### src/hdl/gipps_car_following_accel_assert.svh
// Assertion macros used by the top-level RTL file
`ifndef GIPPS_CAR_FOLLOWING_ACCEL_ASSERT_SVH
`define GIPPS_CAR_FOLLOWING_ACCEL_ASSERT_SVH

// implication under reset
`define GCF_ASSERT_IMP(lbl, clk, rstn, pre, post) \
    lbl: assert property (@(posedge clk) disable iff (!rstn) (pre) |-> (post)) \
        else $error("assertion failed");

// next-cycle implication under reset
`define GCF_ASSERT_NEXT(lbl, clk, rstn, pre, post) \
    lbl: assert property (@(posedge clk) disable iff (!rstn) (pre) |=> (post)) \
        else $error("assertion failed");

`endif

### src/hdl/gcf_pkg.sv
`default_nettype none
package gcf_pkg;
    localparam int IdxW = 3;
    localparam logic [IdxW-1:0] REG_DESIRED_SPEED = 3'd0;
    localparam logic [IdxW-1:0] REG_SPEED_FACTOR  = 3'd1;
    localparam logic [IdxW-1:0] REG_SPEED_LIMIT   = 3'd2;
    localparam logic [IdxW-1:0] REG_MAX_ACCEL     = 3'd3;
    localparam logic [IdxW-1:0] REG_COMFORT_DECEL = 3'd4;
    localparam logic [IdxW-1:0] REG_MIN_GAP       = 3'd5;
    localparam logic [IdxW-1:0] REG_STEP_TIME     = 3'd6;

    localparam logic [1:0] BOUND_SAFE    = 2'd0;
    localparam logic [1:0] BOUND_ACCEL   = 2'd1;
    localparam logic [1:0] BOUND_DESIRED = 2'd2;

    // radicand < 2^57, root < 2^29
    localparam int RadW  = 58;
    localparam int RootW = 29;
    // quotient numerator (diff<2^30)<<6
    localparam int NumW  = 36;
    localparam int QW    = 36;

    typedef struct packed {
        logic [15:0] desired_speed;
        logic [9:0]  speed_factor;
        logic [15:0] speed_limit;
        logic [11:0] max_accel;
        logic [11:0] comfort_decel;
        logic [15:0] min_gap;
        logic [15:0] step_time;
    } cfg_t;
endpackage
`default_nettype wire

### src/hdl/gcf_cfg.sv
`default_nettype none
module gcf_cfg (
    input  wire logic              aclk,
    input  wire logic              aresetn,
    input  wire logic              cfg_valid,
    output logic                   cfg_ready,
    input  wire logic [2:0]        cfg_index,
    input  wire logic [31:0]       cfg_data,
    output gcf_pkg::cfg_t          cfg
);
    import gcf_pkg::*;
    cfg_t cfg_reg, cfg_next;

    assign cfg_ready = 1'b1;
    assign cfg = cfg_reg;

    always_comb begin
        cfg_next = cfg_reg;
        if (cfg_valid) begin
            unique case (cfg_index)
                REG_DESIRED_SPEED: cfg_next.desired_speed = cfg_data[15:0];
                REG_SPEED_FACTOR:  cfg_next.speed_factor  = cfg_data[9:0];
                REG_SPEED_LIMIT:   cfg_next.speed_limit   = cfg_data[15:0];
                REG_MAX_ACCEL:     cfg_next.max_accel     = cfg_data[11:0];
                REG_COMFORT_DECEL: cfg_next.comfort_decel = cfg_data[11:0];
                REG_MIN_GAP:       cfg_next.min_gap       = cfg_data[15:0];
                REG_STEP_TIME:     cfg_next.step_time     = cfg_data[15:0];
                default: ;
            endcase
        end
    end

    always_ff @(posedge aclk) begin
        if (!aresetn) begin
            cfg_reg <= '{desired_speed: 16'd7680, speed_factor: 10'd256,
                         speed_limit: 16'hFFFF, max_accel: 12'd384,
                         comfort_decel: 12'd768, min_gap: 16'd512,
                         step_time: 16'd1024};
        end else begin
            cfg_reg <= cfg_next;
        end
    end
endmodule
`default_nettype wire

### config.mk
export PLATFORM = sky130hd
export DESIGN_NAME = gcf_cfg
export DESIGN_NICKNAME = d
export VERILOG_FILES = /design/src/hdl/gipps_car_following_accel_assert.svh /design/src/hdl/gcf_pkg.sv /design/src/hdl/gcf_cfg.sv
export SDC_FILE = /design/constraint.sdc
export NUM_CORES = 1
export LEC_CHECK = 0
export BUFFER_PORTS_ARGS = -buffer_cell sky130_fd_sc_hd__buf_2
export CAP_MARGIN = 20
export CORE_MARGIN = 2
export CORE_UTILIZATION = 46
export CTS_BUF_LIST = sky130_fd_sc_hd__clkbuf_4
export DETAILED_ROUTE_END_ITERATION = 6
export PLACE_DENSITY_LB_ADDON = 0.05
export SYNTH_ARGS = -nofsm -noshare
export SYNTH_HDL_FRONTEND = slang
export SYNTH_SLANG_ARGS = --single-unit
### constraint.sdc
create_clock -name aclk -period 1.3 [get_ports aclk]
set_input_delay 0.26 -clock aclk [delete_from_list [all_inputs] [get_ports aclk]]
set_output_delay 0.26 -clock aclk [all_outputs]
set_load 0.02 [all_outputs]
Word-level counts from Yosys, hierarchy flattened
Index checks and enable logic that the tools add are counted.

operators by class
  equality and inequality tests = 6
  reductions and logical operators = 8

operators with widths
  operator                                              count
  AND reduction 2 bit                                   7
  equality test 3 bit (second input constant)           3
  equality test 3 x 2 -> 1 bit (second input constant)  2
  equality test 3 x 1 -> 1 bit (second input constant)  1
  logical NOT 3 bit                                     1

word-level totals
  output and inout port bits = 99
  input port bits = 38
  register bits after elaboration = 98
  word-level logic and storage cells = 21

Depth between registers and ports, before layout
  depth after elaboration = 2
  mapped depth = 4
  depth with buffers taken out = 2

Worst setup path before layout
Ideal clock, no wire load.

  kind = in2reg
  start = input cfg_index[0]
  end = register cfg_reg, in the netlist cfg[91]
  stages = 4
  slack = -0.014 ns
  buffers on the path = 2
  setup time = 0.127 ns
  arrival time = 1.187 ns
  cell sequence = or4b_1 -> buf_6 -> buf_12 -> mux2i_1

between the ends
  cells in the longest elaborated chain, start to end = 2

RTL lines
  what                                  line           source
  start: declaration                    gcf_cfg.sv:7   input wire logic [2:0] cfg_index,
  logical NOT 3 bit                     gcf_cfg.sv:20  unique case (cfg_index)
  AND reduction 2 bit (no source line)  -
  end signal: assignment                gcf_cfg.sv:35  cfg_reg <= '{desired_speed: 16'd7680, speed_factor: 10'd256,
  end signal: assignment                gcf_cfg.sv:40  cfg_reg <= cfg_next;
  end: declaration                      gcf_cfg.sv:12  cfg_t cfg_reg, cfg_next;

No other way between the ends.
A chain may end at the register's enable or synchronous reset.

Final worst setup path
  start = register cfg_reg, in the netlist cfg[14]
  end = output cfg[14] (netlist name)

RTL lines
  what              line          source
  end: declaration  gcf_cfg.sv:9  output gcf_pkg::cfg_t cfg

No word-level cell between the ends.

==> results.yml <==
status:
  status: "finished clean"
hold_path:
  hold_start: "cfg_data[12]"
  min_to: "cfg[12]$_SDFFE_PN0P_"
  worst_hold_path_type: "in -> reg"
  hold_depth: 3
layout:
  fillers: 712
  largest_reg_flops: 98
  layout-drive-gt1-share_pct: 32.0
  final_common_cell: "buf_2"
  diodes: 0
  areaGrowthSynthToFinish_pct: 25.7
  nets: 518
  final_cell_mix: "115 x buf_2, 98 x mux2i_1, 97 x dfxtp_1"
drt:
  routed_wl_mm: 8.83
  vias_per_cell: 4.84
  num_vias: 2839
  first_pass_iters: 4
  drc: 0
  drt_iter0_drc: 82
  wl_per_cell_um: 15.0
  detail-route-antenna-nets: 0
clock_tree:
  clk_latency_ps: 440
  cts_root_buf: "clkbuf_4"
  path_clk_slew_ps: 150
  tritoncts: "built"
  hold_buffers: 0
  cts_setup_buffers: 0
  cts_buffers: 9
  cts_sinks: 98
  h-tree-depth: 3
  max-clock-path-buffers: 2
placed_design:
  io_buffers: 119
  post-dp-hpwl_mm: 6.54
  globalplace.congestion: 0.737
  dp_slack_ps: -105
setup_path:
  rrSetupSlack_ps: 660
  cp.arrival_ps: 990
  worstSetupStartpointType: "register"
  worstPathMaxFanout: 2
  worstPathCellList: "buf_2"
  path_delay_family: "flip-flops"
  r2r-end: "cfg[59]$_SDFFE_PN1P_"
  path_buf_inv: 1
  worstSetupPathType: "reg -> out"
  r2r_cells: 2
  end_kind: "primary output"
  max_stage_delay_ps: 380
  crit_required_ps: 1040
  r2r-start: "cfg[59]$_SDFFE_PN1P_"
  crit_slowest_cell: "dfxtp_1"
global_route:
  antenna_found_initial: 0
  grt_use_total_pct: 20.5
  grt_max_degree: 34
  grt_pass1_wl_mm: 13.8
  grt_overflow: 0
  grt_pass1_vias: 2706
floorplan:
  io_pins: 137
  start_util_pct: 48.1
  die_w_um: 94.3
  core_area_um2: 7810
  die_h_um: 94.3
  die_area_um2: 8900
  num_rows: 32
sta:
  report.final.slew_viol_count: 0
  layout_setup_ws_ps: 54.2
  rsz0062_at_grt: "no"
  min_period_over_period_pct: 95.8
  hold_violations: 0
  timing.fmax_mhz: 803
  min_period_ps: 1250
  skew_ps: 0
  setup_viol: 0
  hold_ws_ps: 82.8
synthesis:
  yosys_warnings: 0
  netlist_instances: 360
  syn_avg_cell_area_um2: 10.4
  syn-cell-area_um2: 3750
  yosysSeqAreaShare_pct: 52.3
  synth_fp_nets: 398
  ys_ff_latch: 98
  ys_types: 16
power_and_ir_drop:
  peakVddDrop_uv: 511
  power_density_nw_per_um2: 1080
  p_leak_uw: 0.00243
job:
  maxCapViolations: 0
==> where the power goes <==
| group | leakage [uW] | internal, uW | switching (uW) | total [uW] |
|---|---|---|---|---|
| clock | 0.0000663 | 419 | 1020 | 1440 |
| sequential | 0.000795 | 3070 | 32.5 | 3100 |
| combinational | 0.00157 | 223 | 323 | 546 |
==> metrics by stage <==
step	utilization, %	TNS [ps]	instance area (um^2)	std cells	total power [uW]
floorplan	-	0	3760	360	3480
global route	60.4	0	4720	587	5310
CTS	60.3	0	4710	587	5120
detailed placement	58.8	-1730	4590	571	3720
finish	60.4	0	4720	587	5090
global placement	58.8	-1580	4590	571	3710
==> kinds of logic (layout without fill, tap and decap cells) <==
kind of cell / after synthesis / in the layout / synth area share [%]
other: 1 / 1 / 0.0999
and+or+nand+nor: 137 / 137 / 17.7
muxes: 98 / 98 / 26.1
buffers and inverters: 26 / 151 / 3.73
DFF: 98 / 98 / 52.3
==> synth_stat cells <==
library cell,instances,area [um^2]
and4bb_2,1,12.5
buf_1,2,7.51
mux2i_1,98,981
nand4b_1,3,26.3
buf_2,9,45.0
or4b_1,1,10.0
buf_6,1,11.3
conb_1,1,3.75
buf_4,2,15.0
nand4bb_1,1,11.3
nand2_1,87,327
nor2b_1,43,269
clkbuf_1,11,41.3
dfxtp_1,98,1960
nor4bb_1,1,10.0
buf_12,1,20.0
==> how the worst max path moves through the flow <==
stage | startpoint | end | slack (ps) | depth (start not counted)
after detailed placement | cfg_index[0] | cfg[96]$_SDFFE_PN0P_ | -100 | 3
after CTS | cfg[76]$_SDFFE_PN0P_ | cfg[76] | 30 | 1
after global placement | cfg_index[0] | cfg[85]$_SDFFE_PN0P_ | -100 | 3
after global routing | cfg[8]$_SDFFE_PN0P_ | cfg[8] | 0.7 | 1
after floorplan | cfg_index[0] | cfg[91]$_SDFFE_PN1P_ | 2 | 4
final | cfg[14]$_SDFFE_PN0P_ | cfg[14] | 50 | 1
==> layout make-up <==
cell class | instances | area (um^2) | share of cell area [%]
clock buffers | 10 | 75.1 | 1.59
flip-flops and latches | 98 | 1960 | 41.6
repair buffers | 135 | 838 | 17.8
multi-input cells | 236 | 1670 | 35.4
well taps | 102 | 128 | 2.71
clock inverters | 6 | 43.8 | 0.928
==> worst register-to-register path: stages (launching register included) <==
cell,delay (ps)
dfxtp_1,340
nor2b_1,130
mux2i_1,80
==> timing repair <==
item,in CTS,in global routing
hold endpoints to repair,0,0
setup endpoints to repair,0,4
gates resized for setup,0,4
==> routing by layer <==
metal | GRT usage [%] | routed length [um] | part of all wire [%]
met5 | 0 | 0 | 0
met4 | 7.97 | 108 | 1.2
met3 | 4.57 | 565 | 6.4
met2 | 32.7 | 4060 | 46
met1 | 27.2 | 4100 | 46
Note: power is estimated with default switching activity, not from simulation.
