File: src/hdl/gipps_car_following_accel_assert.svh
// Assertion macros used by the top-level RTL file
`ifndef GIPPS_CAR_FOLLOWING_ACCEL_ASSERT_SVH
`define GIPPS_CAR_FOLLOWING_ACCEL_ASSERT_SVH

// implication under reset
`define GCF_ASSERT_IMP(lbl, clk, rstn, pre, post) \
    lbl: assert property (@(posedge clk) disable iff (!rstn) (pre) |-> (post)) \
        else $error("assertion failed");

// next-cycle implication under reset
`define GCF_ASSERT_NEXT(lbl, clk, rstn, pre, post) \
    lbl: assert property (@(posedge clk) disable iff (!rstn) (pre) |=> (post)) \
        else $error("assertion failed");

`endif

File: src/hdl/gcf_pkg.sv
`default_nettype none
package gcf_pkg;
    localparam int IdxW = 3;
    localparam logic [IdxW-1:0] REG_DESIRED_SPEED = 3'd0;
    localparam logic [IdxW-1:0] REG_SPEED_FACTOR  = 3'd1;
    localparam logic [IdxW-1:0] REG_SPEED_LIMIT   = 3'd2;
    localparam logic [IdxW-1:0] REG_MAX_ACCEL     = 3'd3;
    localparam logic [IdxW-1:0] REG_COMFORT_DECEL = 3'd4;
    localparam logic [IdxW-1:0] REG_MIN_GAP       = 3'd5;
    localparam logic [IdxW-1:0] REG_STEP_TIME     = 3'd6;

    localparam logic [1:0] BOUND_SAFE    = 2'd0;
    localparam logic [1:0] BOUND_ACCEL   = 2'd1;
    localparam logic [1:0] BOUND_DESIRED = 2'd2;

    // radicand < 2^57, root < 2^29
    localparam int RadW  = 58;
    localparam int RootW = 29;
    // quotient numerator (diff<2^30)<<6
    localparam int NumW  = 36;
    localparam int QW    = 36;

    typedef struct packed {
        logic [15:0] desired_speed;
        logic [9:0]  speed_factor;
        logic [15:0] speed_limit;
        logic [11:0] max_accel;
        logic [11:0] comfort_decel;
        logic [15:0] min_gap;
        logic [15:0] step_time;
    } cfg_t;
endpackage
`default_nettype wire

File: src/hdl/gcf_div.sv
`default_nettype none
// Pipelined restoring divider, one quotient bit per stage.
module gcf_div (
    input  wire logic                      aclk,
    input  wire logic                      en,
    input  wire logic [gcf_pkg::NumW-1:0]  num,
    input  wire logic [15:0]               den,
    input  wire logic [2:0]                side_in,
    output logic      [gcf_pkg::QW-1:0]    quo,
    output logic      [2:0]                side_out
);
    import gcf_pkg::*;
    localparam int N = NumW;
    logic [16:0]     rem_w [N+1];
    logic [NumW-1:0] n_w   [N+1];
    logic [QW-1:0]   q_w   [N+1];
    logic [15:0]     d_w   [N+1];
    logic [2:0]      s_w   [N+1];

    assign rem_w[0] = '0;
    assign n_w[0]   = num;
    assign q_w[0]   = '0;
    assign d_w[0]   = den;
    assign s_w[0]   = side_in;

    for (genvar k = 0; k < N; k++) begin : g_stage
        logic [16:0] sh;
        logic [17:0] diff;
        logic [16:0] rem_q;
        logic [NumW-1:0] n_q;
        logic [QW-1:0] q_q;
        logic [15:0] d_q;
        logic [2:0] s_q;
        assign sh   = {rem_w[k][15:0], n_w[k][NumW-1]};
        assign diff = {1'b0, sh} - {2'b00, d_w[k]};
        always_ff @(posedge aclk) begin
            if (en) begin
                rem_q <= diff[17] ? sh : diff[16:0];
                q_q   <= {q_w[k][QW-2:0], ~diff[17]};
                n_q   <= {n_w[k][NumW-2:0], 1'b0};
                d_q   <= d_w[k];
                s_q   <= s_w[k];
            end
        end
        assign rem_w[k+1] = rem_q;
        assign n_w[k+1]   = n_q;
        assign q_w[k+1]   = q_q;
        assign d_w[k+1]   = d_q;
        assign s_w[k+1]   = s_q;
    end

    assign quo      = q_w[N];
    assign side_out = s_w[N];
endmodule
`default_nettype wire
File: config.mk
export PLATFORM = sky130hd
export DESIGN_NAME = gcf_div
export DESIGN_NICKNAME = d
export VERILOG_FILES = /design/src/hdl/gipps_car_following_accel_assert.svh /design/src/hdl/gcf_pkg.sv /design/src/hdl/gcf_div.sv
export SDC_FILE = /design/constraint.sdc
export NUM_CORES = 2
export LEC_CHECK = 0
export ABC_AREA = 1
export BUFFER_PORTS_ARGS = -buffer_cell sky130_fd_sc_hd__buf_2
export CORE_ASPECT_RATIO = 1.25
export CORE_MARGIN = 3
export CORE_UTILIZATION = 40
export DETAILED_ROUTE_END_ITERATION = 16
export GPL_TIMING_DRIVEN = 0
export PLACE_DENSITY = 0.55
export SLEW_MARGIN = 10
export SYNTH_ARGS = -nofsm -noshare
export SYNTH_HDL_FRONTEND = slang
export SYNTH_SLANG_ARGS = --single-unit
File: constraint.sdc
create_clock -name aclk -period 5.2 [get_ports aclk]
set_clock_uncertainty 0.05 [all_clocks]
set_input_delay 0.26 -clock aclk [delete_from_list [all_inputs] [get_ports aclk]]
set_output_delay 0.26 -clock aclk [all_outputs]
set_load 0.02 [all_outputs]
=== After elaboration in Yosys (flattened, before gate mapping) ===
Index checks and enable logic that the tools add are counted.

* Register bits after elaboration: 2524
* Input bits: 57
* Output and inout bits: 39

* $add $sub $neg: 36
* Multiplexer cells: 35
* Bitwise logic cells: 36

{| class="wikitable"
|+ Operator list
! operator !! number
|-
| 17-bit by 16-bit subtractor with 18-bit output || 35
|-
| 16-bit 2-to-1 mux || 34
|-
| 1-bit inverter || 36
|-
| 1-bit by 16-bit subtractor with 17-bit output || 1
|-
| 1-bit 2-to-1 mux || 1
|}

=== Logic depth before layout (Yosys ltp) ===
* Word-level depth: 2
* Gate-level depth with buffers: 13
* Mapped depth without buffers: 13

=== Worst setup path after synthesis ===
Ideal clock, no wire load.

* Kind: register to register
* Start point: register g_stage[12].n_q[35]
* End point: register g_stage[13].rem_q[8], data pin
* Setup time: 252 ps
* Arrival: 1587 ps
* Data required time: 4898 ps
* Setup slack: 3311 ps
* Cell stages (with the launch flop): 13
* Period minus slack after synthesis: 1889 ps
* Cell sequence: edfxtp_1 > inv_1 > ha_1 > inv_1 > fa_1 > nand2_1 > nand2_1 > and2_1 > nand2_1 > nand2_1 > xor2_1 > nand2_1 > nand2_1

* Longest elaborated chain between the ends: 2

{| class="wikitable"
|+ Ends and longest elaborated chain
! element !! line !! text
|-
| start, declared || gcf_div.sv:30 || <nowiki>logic [NumW-1:0] n_q;</nowiki>
|-
| start signal, assigned || gcf_div.sv:40 || <nowiki>n_q <= {n_w[k][NumW-2:0], 1'b0};</nowiki>
|-
| 17-bit by 16-bit subtractor with 18-bit output || gcf_div.sv:35 || <nowiki>assign diff = {1'b0, sh} - {2'b00, d_w[k]};</nowiki>
|-
| 16-bit 2-to-1 mux || gcf_div.sv:38 || <nowiki>rem_q <= diff[17] ? sh : diff[16:0];</nowiki>
|-
| end signal, assigned || gcf_div.sv:38 ||
|-
| end, declared || gcf_div.sv:29 || <nowiki>logic [16:0] rem_q;</nowiki>
|}

No other way between the ends.
A chain may end at the register's enable or synchronous reset.

=== Worst setup path in the final report ===
* Start point: input en
* End point: register g_stage[31].q_q[30] (enable)

{| class="wikitable"
|+ RTL lines
! element !! line !! text
|-
| start, declared || gcf_div.sv:5 || <nowiki>input wire logic en,</nowiki>
|-
| end signal, assigned || gcf_div.sv:39 || <nowiki>q_q <= {q_w[k][QW-2:0], ~diff[17]};</nowiki>
|-
| end, declared || gcf_div.sv:31 || <nowiki>logic [QW-1:0] q_q;</nowiki>
|}

No word-level cell between the ends.

==> out/results.ini <==
[outcome]
outcome=complete, no violations

[sta]
max_slew_headroom_at_the_worst_pin=0.337
grt_setup_unrepaired=no
fmax_mhz=239
worst_slew_pin_tran_ns=0.994
fin_crit_ns=4.18
finalCritPeriodShare=0.805
layout_setup_ws_ns=1.02
finalMaxSlewViolations=0
setup_viol=0
hold_viol_final=0
final.setup.tns_ns=0

[route]
drt-initial-drc-count=4593
total_wire_length_after_detailed_routing_um=270000
route.antenna.remaining_nets=0
detailroute.via_count=74900
drt-pass1-iter-count=6
drt-wirelength-per-cell_um=17.1
detail_route.drc_violations=0
detail_route.vias_per_cell=4.74

[flow_run]
reported_max_cap_violation_count=0

[critical_path]
critPathLaunchType=input port
regToRegEndpoint=g_stage[8].rem_q[1]
r2r.worst_path.cells=9
r2r_start=g_stage[7].d_q[14]
slowest_stage=sky130_fd_sc_hd__dlygate4sd3_1
cp.required_ns=5.62
worstPathArrival_ns=4.60
cp_slowest_stage_delay_ns=0.57
critical_path.startpoint=en
critPathMostFrequentCell=sky130_fd_sc_hd__buf_16
cp-end-kind=flop
path_cells=dlygate4sd3_1, buf_12, buf_16, buf_16, buf_16, buf_16, buf_16
crit_fanout=158
criticalPathCategory=in -> reg
rrSetupSlack_ns=2.62

[logic_synthesis]
synth_top_cells_by_count=sky130_fd_sc_hd__nand2_1, sky130_fd_sc_hd__edfxtp_1, sky130_fd_sc_hd__inv_1
netlist-cell-type-count=35
synth_simple_gate_area_share=0.205
synth_compound_area_frac=0.0188
yosys-mux-area-fraction=0
fraction_of_the_mapped_netlist_area_in_adder_cells=0.0643
synth.largest_area_cell=sky130_fd_sc_hd__edfxtp_1
synth_edf_count=2524
synth_xor_area_frac=0.0149
ys_warn_count=0
syn-cell-area_um2=120000
synth_cells=11200
synth_top_flop_cell=sky130_fd_sc_hd__edfxtp_1
post_synthesis_sequential_area_ratio=0.633
synth.top_cells.by_area=sky130_fd_sc_hd__edfxtp_1, sky130_fd_sc_hd__nand2_1, sky130_fd_sc_hd__ha_1, sky130_fd_sc_hd__inv_1, sky130_fd_sc_hd__nand3_1
asyncSetResetFlopFracSynth=0
yosys_register_bits=2524
dominant_combinational_cell_family_by_area_after_synthesis=simple AND/OR/NAND/NOR gates
syn_area_per_cell_um2=10.7
yosys.cell_count.top_type=sky130_fd_sc_hd__nand2_1
fraction_of_synthesized_cell_area_taken_by_the_top_area_cell_type=0.633

[global_routing]
grt_pass1_wl_um=421000
pin_count_of_the_biggest_net_entering_global_routing=165
antenna_found_initial=1
via_count_of_the_first_global_routing_pass=75200
global_route.overflow_total=0
grt_util_all_layers=0.175

[pwr]
power_switching_w=0.0283
clock_power_share=0.256
static-leakage-power_nw=60.2
internal-power_w=0.0482
netSwitchingFraction=0.370
vdd_drop_max_mv=0.276
power.share.sequential=0.384
p_per_area_nw_per_um2=565
pwr-share-comb=0.360

[hold_path]
min_path_cells=2
worst_hold_startpoint=num[29]
min-delay-path-class=in -> reg
worst_hold_path.endpoint=g_stage[0].n_q[30]

[clocking]
number_of_sinks_driven_by_the_clock_tree=2524
clk_pin_slew_ns=0.06
max-clock-path-buffers=4
clock-root-buffer=sky130_fd_sc_hd__clkbuf_16
cts_setup_buffers=0
clk-insertion-delay-late_ns=0.87
cts_resized=0
htree_levels=5
numCtsBuffers=279
tritoncts=done

[floorplanning]
die_height_um=618
start_util=0.404
die-area_um2=306000
design.portCount=96
die_width_um=495
area_of_the_core_region_um2=297000
placementRows=223

[layout]
fin_nets=12300
layout-drive-gt1-share=0.0919
area_growth_pct=13.1

[place]
port-buffer-count=95
finalWeightedCongestion=0.863
placement.setup.worst_slack_ns=0.706
dp_hpwl_um=201000

routing by layer:
| metal | GRT usage | vias up | wire, um |
|---|---|---|---|
| met5 | 0 | - | 0 |
| met4 | 0.0572 | 0 | 9000 |
| met3 | 0.0222 | 479 | 9010 |
| met2 | 0.320 | 1224 | 140000 |
| met1 | 0.211 | 35100 | 111000 |
| li1 | - | 38100 | - |
per-stage QoR:
stage	hold WS [ns]	instance area, um2	utilization	std cells	power, W
global route	0.0339	135000	0.456	15800	0.0826
floorplan	0.309	120000	-	11200	0.0489
CTS	0.0118	135000	0.456	15800	0.0778
finish	0.0790	135000	0.456	15800	0.0765
detailed placement	0.355	126000	0.424	15200	0.0576
global placement	0.350	125000	0.422	15200	0.0590
final cells by class:
cell class                      instances  area (um2)
Sequential cell                      2524       75800
Clock inverter                        184        1840
Tap cell                             3937        4930
Buffer                                103         793
Clock buffer                          314        7220
Fill cell                           27500      161000
Timing Repair Buffer                  179        1630
Multi-Input combinational cell       6729       36300
Inverter                             1836        6890
Antenna cell                            2        5.00
power by group through the flow:
stage               logic, W  registers [W]  clock network (W)
global placement      0.0276         0.0315                  0
detailed placement    0.0277         0.0299                  0
floorplan             0.0203         0.0287                  0
global route          0.0317         0.0297             0.0211
CTS                   0.0279         0.0295             0.0203
finish                0.0276         0.0294             0.0196
critical path: cells and delay by family:
family	cells	cell delay, ns
buf+inv	7	3.46
kinds of logic (layout without fill, tap and decap cells):
| kind of cell | count (synthesis) | after routing |
|---|---|---|
| adder cells (fa/ha/maj) | 595 | 595 |
| buffers and inverters | 1939 | 2616 |
| XOR/XNOR | 204 | 204 |
| AND/OR/NAND/NOR | 5485 | 5485 |
| AO/OA/AOI/OAI | 438 | 438 |
| other | 1 | 9 |
| flip-flops | 2524 | 2524 |
worst max-delay path by stage:
stage | to | slack (ns)
after CTS | g_stage[32].q_q[31] | 1.05
after floorplan | g_stage[13].rem_q[8] | 3.31
after global placement | g_stage[23].q_q[5] | -36.99
after global routing | quo[35] | 0.75
final | g_stage[31].q_q[30] | 1.02
after detailed placement | quo[34] | 0.71
flip-flops by register name, summed over array words and instances, names as in the netlist:
register / cells
g_stage.d_q: 560
g_stage.s_q: 105
g_stage.q_q: 630
g_stage.rem_q: 560
quo: 36
side_out: 3
g_stage.n_q: 630
cell usage in the layout (no fill, tap or decap), types with 30 or more instances in the layout:
master                          Yosys  routed
sky130_fd_sc_hd__or2_2             49      49
sky130_fd_sc_hd__xor2_1           159     159
sky130_fd_sc_hd__buf_6             32      32
sky130_fd_sc_hd__inv_1           1777    1777
sky130_fd_sc_hd__clkbuf_16          0     284
sky130_fd_sc_hd__edfxtp_1        2524    2524
sky130_fd_sc_hd__nor2_1           470     470
sky130_fd_sc_hd__nand3_2          136     136
sky130_fd_sc_hd__clkinv_1           0      45
sky130_fd_sc_hd__nand4_1           90      90
sky130_fd_sc_hd__xnor2_1           45      45
sky130_fd_sc_hd__nor3_1            82      82
sky130_fd_sc_hd__nand3b_1         126     126
sky130_fd_sc_hd__nand2_4           68      68
sky130_fd_sc_hd__nor2_2            78      78
sky130_fd_sc_hd__buf_2             46     140
sky130_fd_sc_hd__ha_1             561     561
sky130_fd_sc_hd__clkbuf_1           0      30
sky130_fd_sc_hd__a21oi_1          351     351
sky130_fd_sc_hd__inv_2             59      59
sky130_fd_sc_hd__o21ai_0           67      67
sky130_fd_sc_hd__nand3_1          935     935
sky130_fd_sc_hd__fa_1              34      34
sky130_fd_sc_hd__nand2_2           36      36
sky130_fd_sc_hd__nand2_1         3377    3377
sky130_fd_sc_hd__dlygate4sd3_1      0      67
sky130_fd_sc_hd__clkinv_2           0      56
timing repair:
| action | in CTS | in global routing |
|---|---|---|
| endpoints found under the hold margin | 188 | 0 |
| hold buffers | 67 | 0 |
| setup endpoints to repair | 0 | 0 |
Note: power is estimated with default switching activity, not from simulation.
