`src/hdl/gipps_car_following_accel_assert.svh`:
```
// Assertion macros used by the top-level RTL file
`ifndef GIPPS_CAR_FOLLOWING_ACCEL_ASSERT_SVH
`define GIPPS_CAR_FOLLOWING_ACCEL_ASSERT_SVH

// implication under reset
`define GCF_ASSERT_IMP(lbl, clk, rstn, pre, post) \
    lbl: assert property (@(posedge clk) disable iff (!rstn) (pre) |-> (post)) \
        else $error("assertion failed");

// next-cycle implication under reset
`define GCF_ASSERT_NEXT(lbl, clk, rstn, pre, post) \
    lbl: assert property (@(posedge clk) disable iff (!rstn) (pre) |=> (post)) \
        else $error("assertion failed");

`endif

```
`src/hdl/gcf_pkg.sv`:
```
`default_nettype none
package gcf_pkg;
    localparam int IdxW = 3;
    localparam logic [IdxW-1:0] REG_DESIRED_SPEED = 3'd0;
    localparam logic [IdxW-1:0] REG_SPEED_FACTOR  = 3'd1;
    localparam logic [IdxW-1:0] REG_SPEED_LIMIT   = 3'd2;
    localparam logic [IdxW-1:0] REG_MAX_ACCEL     = 3'd3;
    localparam logic [IdxW-1:0] REG_COMFORT_DECEL = 3'd4;
    localparam logic [IdxW-1:0] REG_MIN_GAP       = 3'd5;
    localparam logic [IdxW-1:0] REG_STEP_TIME     = 3'd6;

    localparam logic [1:0] BOUND_SAFE    = 2'd0;
    localparam logic [1:0] BOUND_ACCEL   = 2'd1;
    localparam logic [1:0] BOUND_DESIRED = 2'd2;

    // radicand < 2^57, root < 2^29
    localparam int RadW  = 58;
    localparam int RootW = 29;
    // quotient numerator (diff<2^30)<<6
    localparam int NumW  = 36;
    localparam int QW    = 36;

    typedef struct packed {
        logic [15:0] desired_speed;
        logic [9:0]  speed_factor;
        logic [15:0] speed_limit;
        logic [11:0] max_accel;
        logic [11:0] comfort_decel;
        logic [15:0] min_gap;
        logic [15:0] step_time;
    } cfg_t;
endpackage
`default_nettype wire

```
`src/hdl/gcf_isqrt.sv`:
```
`default_nettype none
// Pipelined integer square root, one result bit per stage.
// Side data rides along; the whole pipe advances on en.
module gcf_isqrt (
    input  wire logic                         aclk,
    input  wire logic                         en,
    input  wire logic [gcf_pkg::RadW-1:0]     rad,
    input  wire logic [63:0]                  side_in,
    output logic      [gcf_pkg::RootW-1:0]    root,
    output logic      [63:0]                  side_out
);
    import gcf_pkg::*;
    localparam int N = RootW;
    logic [RadW-1:0]  rem_reg  [N+1];
    logic [RootW-1:0] r_reg    [N+1];
    logic [63:0]      side_reg [N+1];

    assign rem_reg[0]  = rad;
    assign r_reg[0]    = '0;
    assign side_reg[0] = side_in;

    for (genvar k = 0; k < N; k++) begin : g_stage
        localparam int B = N - 1 - k;
        logic [RadW+1:0] trial;
        logic [RadW-1:0] rem_q;
        logic [RootW-1:0] r_q;
        logic [63:0] s_q;
        // (r + 2^B)^2 - r^2 = r*2^(B+1) + 2^(2B)
        assign trial = {2'b00, rem_reg[k]}
                     - (({{(RadW+2-RootW){1'b0}}, r_reg[k]} << (B + 1))
                        | ({{(RadW+1){1'b0}}, 1'b1} << (2 * B)));
        always_ff @(posedge aclk) begin
            if (en) begin
                if (!trial[RadW+1]) begin
                    rem_q <= trial[RadW-1:0];
                    r_q   <= r_reg[k] | (RootW'(1) << B);
                end else begin
                    rem_q <= rem_reg[k];
                    r_q   <= r_reg[k];
                end
                s_q <= side_reg[k];
            end
        end
        assign rem_reg[k+1]  = rem_q;
        assign r_reg[k+1]    = r_q;
        assign side_reg[k+1] = s_q;
    end

    assign root     = r_reg[N];
    assign side_out = side_reg[N];
endmodule
`default_nettype wire

```
`config.mk`:
```
export PLATFORM = sky130hd
export DESIGN_NAME = gcf_isqrt
export DESIGN_NICKNAME = d
export VERILOG_FILES = /design/src/hdl/gipps_car_following_accel_assert.svh /design/src/hdl/gcf_pkg.sv /design/src/hdl/gcf_isqrt.sv
export SDC_FILE = /design/constraint.sdc
export NUM_CORES = 2
export LEC_CHECK = 0
export BUFFER_PORTS_ARGS = -buffer_cell sky130_fd_sc_hd__buf_2
export CAP_MARGIN = 10
export CORE_MARGIN = 8
export CORE_UTILIZATION = 50
export CTS_CLUSTER_DIAMETER = 200
export DETAILED_ROUTE_END_ITERATION = 10
export GPL_ROUTABILITY_DRIVEN = 0
export PLACE_DENSITY = 0.76
export SYNTH_ARGS = -nofsm -noshare
export SYNTH_HDL_FRONTEND = slang
export SYNTH_SLANG_ARGS = --single-unit
```
`constraint.sdc`:
```
create_clock -name aclk -period 8.17 [get_ports aclk]
set_input_delay 1.634 -clock aclk [delete_from_list [all_inputs] [get_ports aclk]]
set_output_delay 1.634 -clock aclk [all_outputs]
set_load 0.01 [all_outputs]
```
# After elaboration in Yosys (flattened, before gate mapping)

Cells that the tools add are included.

Register bits: 4,321
Output and inout port bits: 93

Add/sub/neg operators: 29
Multiplexer cells: 29

Operators with widths:

| operator        | count |
|---|---|
| $mux 58         | 28 |
| $sub 58x30->59  | 1 |
| $sub 58x31->59  | 1 |
| $sub 58x32->59  | 1 |
| $sub 58x33->59  | 1 |
| $sub 58x34->59  | 1 |
| $sub 58x35->59  | 1 |
| $sub 58x36->59  | 1 |
| $sub 58x37->59  | 1 |
| $sub 58x38->59  | 1 |
| $sub 58x39->59  | 1 |
| $sub 58x40->59  | 1 |
| $sub 58x41->59  | 1 |
| $sub 58x42->59  | 1 |
| $sub 58x43->59  | 1 |
| $sub 58x44->59  | 1 |
| $sub 58x45->59  | 1 |
| $sub 58x46->59  | 1 |
| $sub 58x47->59  | 1 |
| $sub 58x48->59  | 1 |
| $sub 58x49->59  | 1 |
| $sub 58x50->59  | 1 |
| $sub 58x51->59  | 1 |
| $sub 58x52->59  | 1 |
| other kinds (7) | 7 |

# Depth between registers and ports, before layout

Word-level depth: 2
Depth in mapped cells: 14
Gate-level depth less buffers: 13

# Worst setup path before layout

Ideal clock, no wire load.

Path kind: reg-to-reg
From: reg g_stage[16].rem_q[45]
To: reg g_stage[17].rem_q[48], data pin
Arrival time: 3.176 ns
Slack: 4.723 ns
Cell stages (with the launch flop): 11
Path buffers: 0
Period minus slack after synthesis: 3.447 ns
Path through: edfxtp_1 -> or4_1 -> or4b_4 -> or2_1 -> or4_1 -> a211o_1 -> a31oi_4 -> inv_2 -> o2111ai_2 -> nor4_1 -> xor2_1

Cells in the longest elaborated chain, start to end: 2

RTL lines:

| element                | line            | RTL |
|---|---|---|
| from (decl)            | gcf_isqrt.sv:25 | `logic [RadW-1:0] rem_q;` |
| from (signal assigned) | gcf_isqrt.sv:35 | `rem_q <= trial[RadW-1:0];` |
| from (signal assigned) | gcf_isqrt.sv:38 | `rem_q <= rem_reg[k];` |
| $sub 58x41->59         | gcf_isqrt.sv:30 | `- (({{(RadW+2-RootW){1'b0}}, r_reg[k]} << (B + 1))` |
| $mux 58                | gcf_isqrt.sv:34 | `if (!trial[RadW+1]) begin` |
| to (signal assigned)   | gcf_isqrt.sv:35 |  |
| to (signal assigned)   | gcf_isqrt.sv:38 |  |
| to (decl)              | gcf_isqrt.sv:25 |  |

No other way between the ends.
A chain may end at the register's enable or synchronous reset.

# Worst setup path after layout

From: reg g_stage[18].rem_q[21]
To: reg g_stage[19].rem_q[50], data pin

Cells in the longest elaborated chain, start to end: 2

RTL lines:

| element                | line |
|---|---|
| from (decl)            | gcf_isqrt.sv:25 |
| from (signal assigned) | gcf_isqrt.sv:35 |
| from (signal assigned) | gcf_isqrt.sv:38 |
| $sub 58x39->59         | gcf_isqrt.sv:30 |
| $mux 58                | gcf_isqrt.sv:34 |
| to (signal assigned)   | gcf_isqrt.sv:35 |
| to (signal assigned)   | gcf_isqrt.sv:38 |
| to (decl)              | gcf_isqrt.sv:25 |

No other way between the ends.

==> metrics.txt <==
# TYPE chip_impl_metric gauge
chip_impl_metric{name="num_rows",unit=""} 202
chip_impl_metric{name="postSynthNetCount",unit=""} 9775
chip_impl_info{name="min-delay-path-class",value="reg -> reg"} 1
chip_impl_metric{name="synth_edf_count",unit=""} 3915
chip_impl_metric{name="total_switching_power",unit="uW"} 12000
chip_impl_metric{name="total_of_hold_buffers_inserted_after_clock_tree_synthesis",unit=""} 0
chip_impl_metric{name="synth.ff_latch_count",unit=""} 3915
chip_impl_info{name="cpMaxStageDelayCell",value="nor4_1"} 1
chip_impl_metric{name="ys_async_sr_fraction",unit="%"} 0
chip_impl_info{name="endpoint_kind",value="register"} 1
chip_impl_metric{name="syn_area",unit="um^2"} 151000
chip_impl_metric{name="placement.cell_area",unit="um^2"} 157000
chip_impl_metric{name="ios",unit=""} 217
chip_impl_metric{name="cts.path.max_buffers",unit=""} 4
chip_impl_metric{name="synth_warnings",unit=""} 0
chip_impl_metric{name="viasPerCell",unit=""} 5.40
chip_impl_metric{name="tritoncts.num_buffers",unit=""} 390
chip_impl_info{name="clockRootBuffer",value="clkbuf_16"} 1
chip_impl_metric{name="grt_use_total",unit="%"} 14.8
chip_impl_metric{name="p_comb_share",unit="%"} 12.4
chip_impl_info{name="path_delay_family",value="compound AO/OA/AOI/OAI gates"} 1
chip_impl_info{name="cp-start-kind",value="register"} 1
chip_impl_metric{name="power.clock.fraction",unit="%"} 35.8
chip_impl_metric{name="clkLatencyLatePin",unit="ns"} 0.94
chip_impl_metric{name="worst-endpoint-arrival",unit="ns"} 5.12
chip_impl_metric{name="die-area",unit="um^2"} 320000
chip_impl_metric{name="count_of_endpoints_failing_setup_in_the_final_report",unit=""} 0
chip_impl_metric{name="number_of_max_cap_violations",unit=""} 0
chip_impl_metric{name="vias",unit=""} 75900
chip_impl_metric{name="syn-mean-instance-area",unit="um^2"} 16.4
chip_impl_info{name="layout.cells.most_common_list",value="edfxtp_1 (3,915), inv_1 (547), nand2_1 (537)"} 1
chip_impl_metric{name="worst-slew-pin-transition",unit="ns"} 1.24
chip_impl_metric{name="drt_wl_total",unit="um"} 243000
chip_impl_metric{name="global_route_wire_length_before_repair",unit="um"} 392000
chip_impl_metric{name="slew_headroom",unit="%"} 16.5
chip_impl_metric{name="grt_antenna_before_repair",unit=""} 4
chip_impl_metric{name="p_seq_share",unit="%"} 51.8
chip_impl_metric{name="cp_data_required_time",unit="ns"} 8.76
chip_impl_metric{name="final_nets",unit=""} 10300
chip_impl_metric{name="place.detailed.instances",unit=""} 13300
chip_impl_metric{name="met2WireLength",unit="um"} 124000
chip_impl_metric{name="power-per-cell-area",unit="nW/um^2"} 289
chip_impl_info{name="outcome",value="finished, final reports clean"} 1
chip_impl_metric{name="min_period_over_period",unit="%"} 55.5
chip_impl_metric{name="timing_max_transition_violations_final",unit=""} 0
chip_impl_metric{name="grt_start_max_net_pins",unit=""} 195
chip_impl_metric{name="dp.final_hpwl",unit="um"} 156000
chip_impl_metric{name="number_of_global_route_vias_before_repair",unit=""} 77000
chip_impl_metric{name="post_route_cells_drive_above_1_share",unit="%"} 9.60
chip_impl_info{name="synth.area.top_cells",value="edfxtp_1 (78%), ha_1 (3.6%), xor2_1 (2.1%)"} 1
chip_impl_metric{name="antenna_left",unit=""} 0
chip_impl_info{name="dr.max_layer_used",value="met4"} 1
chip_impl_metric{name="area.growth.synth_to_final",unit="%"} 12.7
chip_impl_metric{name="peakVddDrop",unit="mV"} 0.185
chip_impl_metric{name="die_x",unit="um"} 566
chip_impl_info{name="rsz0062_at_grt",value="no"} 1
chip_impl_metric{name="multiInputGateArea",unit="um^2"} 30900
chip_impl_metric{name="portBuffers",unit=""} 216
chip_impl_metric{name="layout.cell_area.non_filler",unit="um^2"} 170000
chip_impl_metric{name="die-height",unit="um"} 566
chip_impl_metric{name="overflow",unit=""} 0
chip_impl_metric{name="ys_seq_area_share",unit="%"} 77.8
chip_impl_metric{name="crit_path_max_incr_delay",unit="ns"} 0.89
chip_impl_metric{name="numClockSinks",unit=""} 3915
chip_impl_info{name="most_common_cell_after_layout_fill_and_taps_aside",value="edfxtp_1"} 1
chip_impl_metric{name="clock_tree.htree_level_count",unit=""} 5
chip_impl_metric{name="final_count_of_hold_timing_violations",unit=""} 0
chip_impl_metric{name="drt_iter0_drc",unit=""} 6959
chip_impl_metric{name="clk_pin_slew_worst_paths",unit="ns"} 0.06
chip_impl_metric{name="wl_met1",unit="um"} 94200
chip_impl_metric{name="skew",unit="ns"} 0.110
chip_impl_metric{name="detail_route.drc_violations",unit=""} 0
chip_impl_metric{name="switching_share",unit="%"} 24.3
chip_impl_metric{name="placeableCoreArea",unit="um^2"} 302000
chip_impl_info{name="synth_top_area_cell",value="edfxtp_1"} 1
chip_impl_metric{name="netlist.area_leader.share",unit="%"} 77.8
chip_impl_info{name="yosys_most_used_dff",value="edfxtp_1"} 1
chip_impl_metric{name="detail_route.first_pass.iterations",unit=""} 9
chip_impl_metric{name="finalSetupTns",unit="ns"} 0
chip_impl_metric{name="postCtsSetupBuffers",unit=""} 0
chip_impl_metric{name="wire_length_on_met3",unit="um"} 13100
chip_impl_metric{name="achievable-frequency",unit="MHz"} 221
chip_impl_info{name="cts_tree",value="yes"} 1
chip_impl_metric{name="postCtsResizedCells",unit=""} 0
chip_impl_metric{name="total_leakage_power",unit="uW"} 0.0617
chip_impl_metric{name="power.internal",unit="uW"} 37300
chip_impl_metric{name="wire_per_inst",unit="um"} 17.3
chip_impl_metric{name="n_fill_cell",unit=""} 22400
chip_impl_metric{name="ys_types",unit=""} 82
chip_impl_metric{name="cp.buffers_inverters",unit=""} 0
chip_impl_metric{name="design_power_total",unit="uW"} 49200
chip_impl_metric{name="ff_latch_area",unit="um^2"} 118000
chip_impl_info{name="crit_chain",value="ha_1 -> o21ai_0 -> a21oi_1 -> o311ai_0 -> and4b_1 -> o21bai_1 -> a211o_1 -> nor4_1 -> nand4_1 -> xnor2_1"} 1
chip_impl_metric{name="worst-path-max-fanout",unit=""} 7
chip_impl_metric{name="floorplan.initialDensity",unit="%"} 50.1
chip_impl_info{name="timing.setup.critical_path_class",value="reg -> reg"} 1
chip_impl_metric{name="period_needed",unit="ns"} 4.53
chip_impl_metric{name="synth_cells",unit=""} 9218
chip_impl_metric{name="post_layout_nonfiller_instances",unit=""} 14000
## per-layer routing
metal	vias to the layer above	global-route usage (%)
li1	36000	-
met1	36500	17.1
met2	2561	26.6
met3	842	2.73
met4	0	7.09
met5	-	0
## Yosys cell counts (113+ instances only)
master	count
edfxtp_1	3915
xor2_1	369
nor2_1	457
nor3_1	189
a21o_1	177
inv_1	547
clkbuf_1	122
nand3_1	113
a21oi_1	401
nand2_1	537
xnor2_1	325
nor4_1	117
ha_1	433
o21ai_0	428
## layout make-up
type	count	share of cell area [%]
Inverter	551	1.21
Multi-Input combinational cell	4607	18.2
Sequential cell	3915	69.0
Antenna cell	6	0.00882
Clock buffer	460	5.96
Clock inverter	246	1.58
Timing Repair Buffer	285	1.11
Tap cell	3978	2.92
## final timing paths
| kind | endpoint | slack, ns | depth (start not counted) | startpoint |
|---|---|---|---|---|
| max reg2reg | g_stage[19].rem_q[50]$_DFFE_PP_ | 3.64 | 10 | g_stage[18].rem_q[21]$_DFFE_PP_ |
| min reg2reg | g_stage[13].s_q[58]$_DFFE_PP_ | 0.37 | 0 | g_stage[12].s_q[58]$_DFFE_PP_ |
| min | g_stage[13].s_q[58]$_DFFE_PP_ | 0.37 | 0 | g_stage[12].s_q[58]$_DFFE_PP_ |
| max | g_stage[19].rem_q[50]$_DFFE_PP_ | 3.64 | 10 | g_stage[18].rem_q[21]$_DFFE_PP_ |
## power groups by stage
stage	Clock [uW]	Sequential [uW]	Combinational, uW
after floorplan	0	25500	4310
after global placement	0	25800	5660
after detailed placement	0	25900	5970
after CTS	18200	25500	6000
after global routing	19000	25700	6730
final	17600	25500	6120
## flip-flops by register name (all words and copies together), names as in the netlist
signal	cells
g_stage.r_q	406
g_stage.rem_q	1624
g_stage.s_q	1792
root	29
side_out	64
## kinds of logic (layout without fill, tap and decap cells)
group,count (synthesis),count (layout),synth area share (%)
flip-flops,3915,3915,77.8
XOR/XNOR,694,694,4.02
multiplexers,52,52,0.385
buffers and inverters,696,1542,1.74
adder cells (fa/ha/maj),433,433,3.59
other,0,6,0
AND/OR/NAND/NOR,1958,1958,6.38
AO/OA/AOI/OAI,1470,1470,6.07
## through the flow
stage	util (%)	setup slack, ns	hold slack, ns
2_1_floorplan	-	4.72	0.400
3_3_place_gp	52.2	3.87	0.400
3_5_place_dp	52.2	3.79	0.405
4_1_cts	56.4	3.74	0.383
5_1_grt	56.4	3.39	0.382
6_report	56.4	3.64	0.366
## worst register-to-register path, delay by kind of cell (launching register included)
kind,cells,cell delay [ns]
AOI/OAI and AO/OA,5,1.75
and+or+nand+nor,3,1.53
DFF,1,0.41
adders and majority gates,1,0.36
xor gates and xnor gates,1,0.20
(Power assumes the default switching activity.)
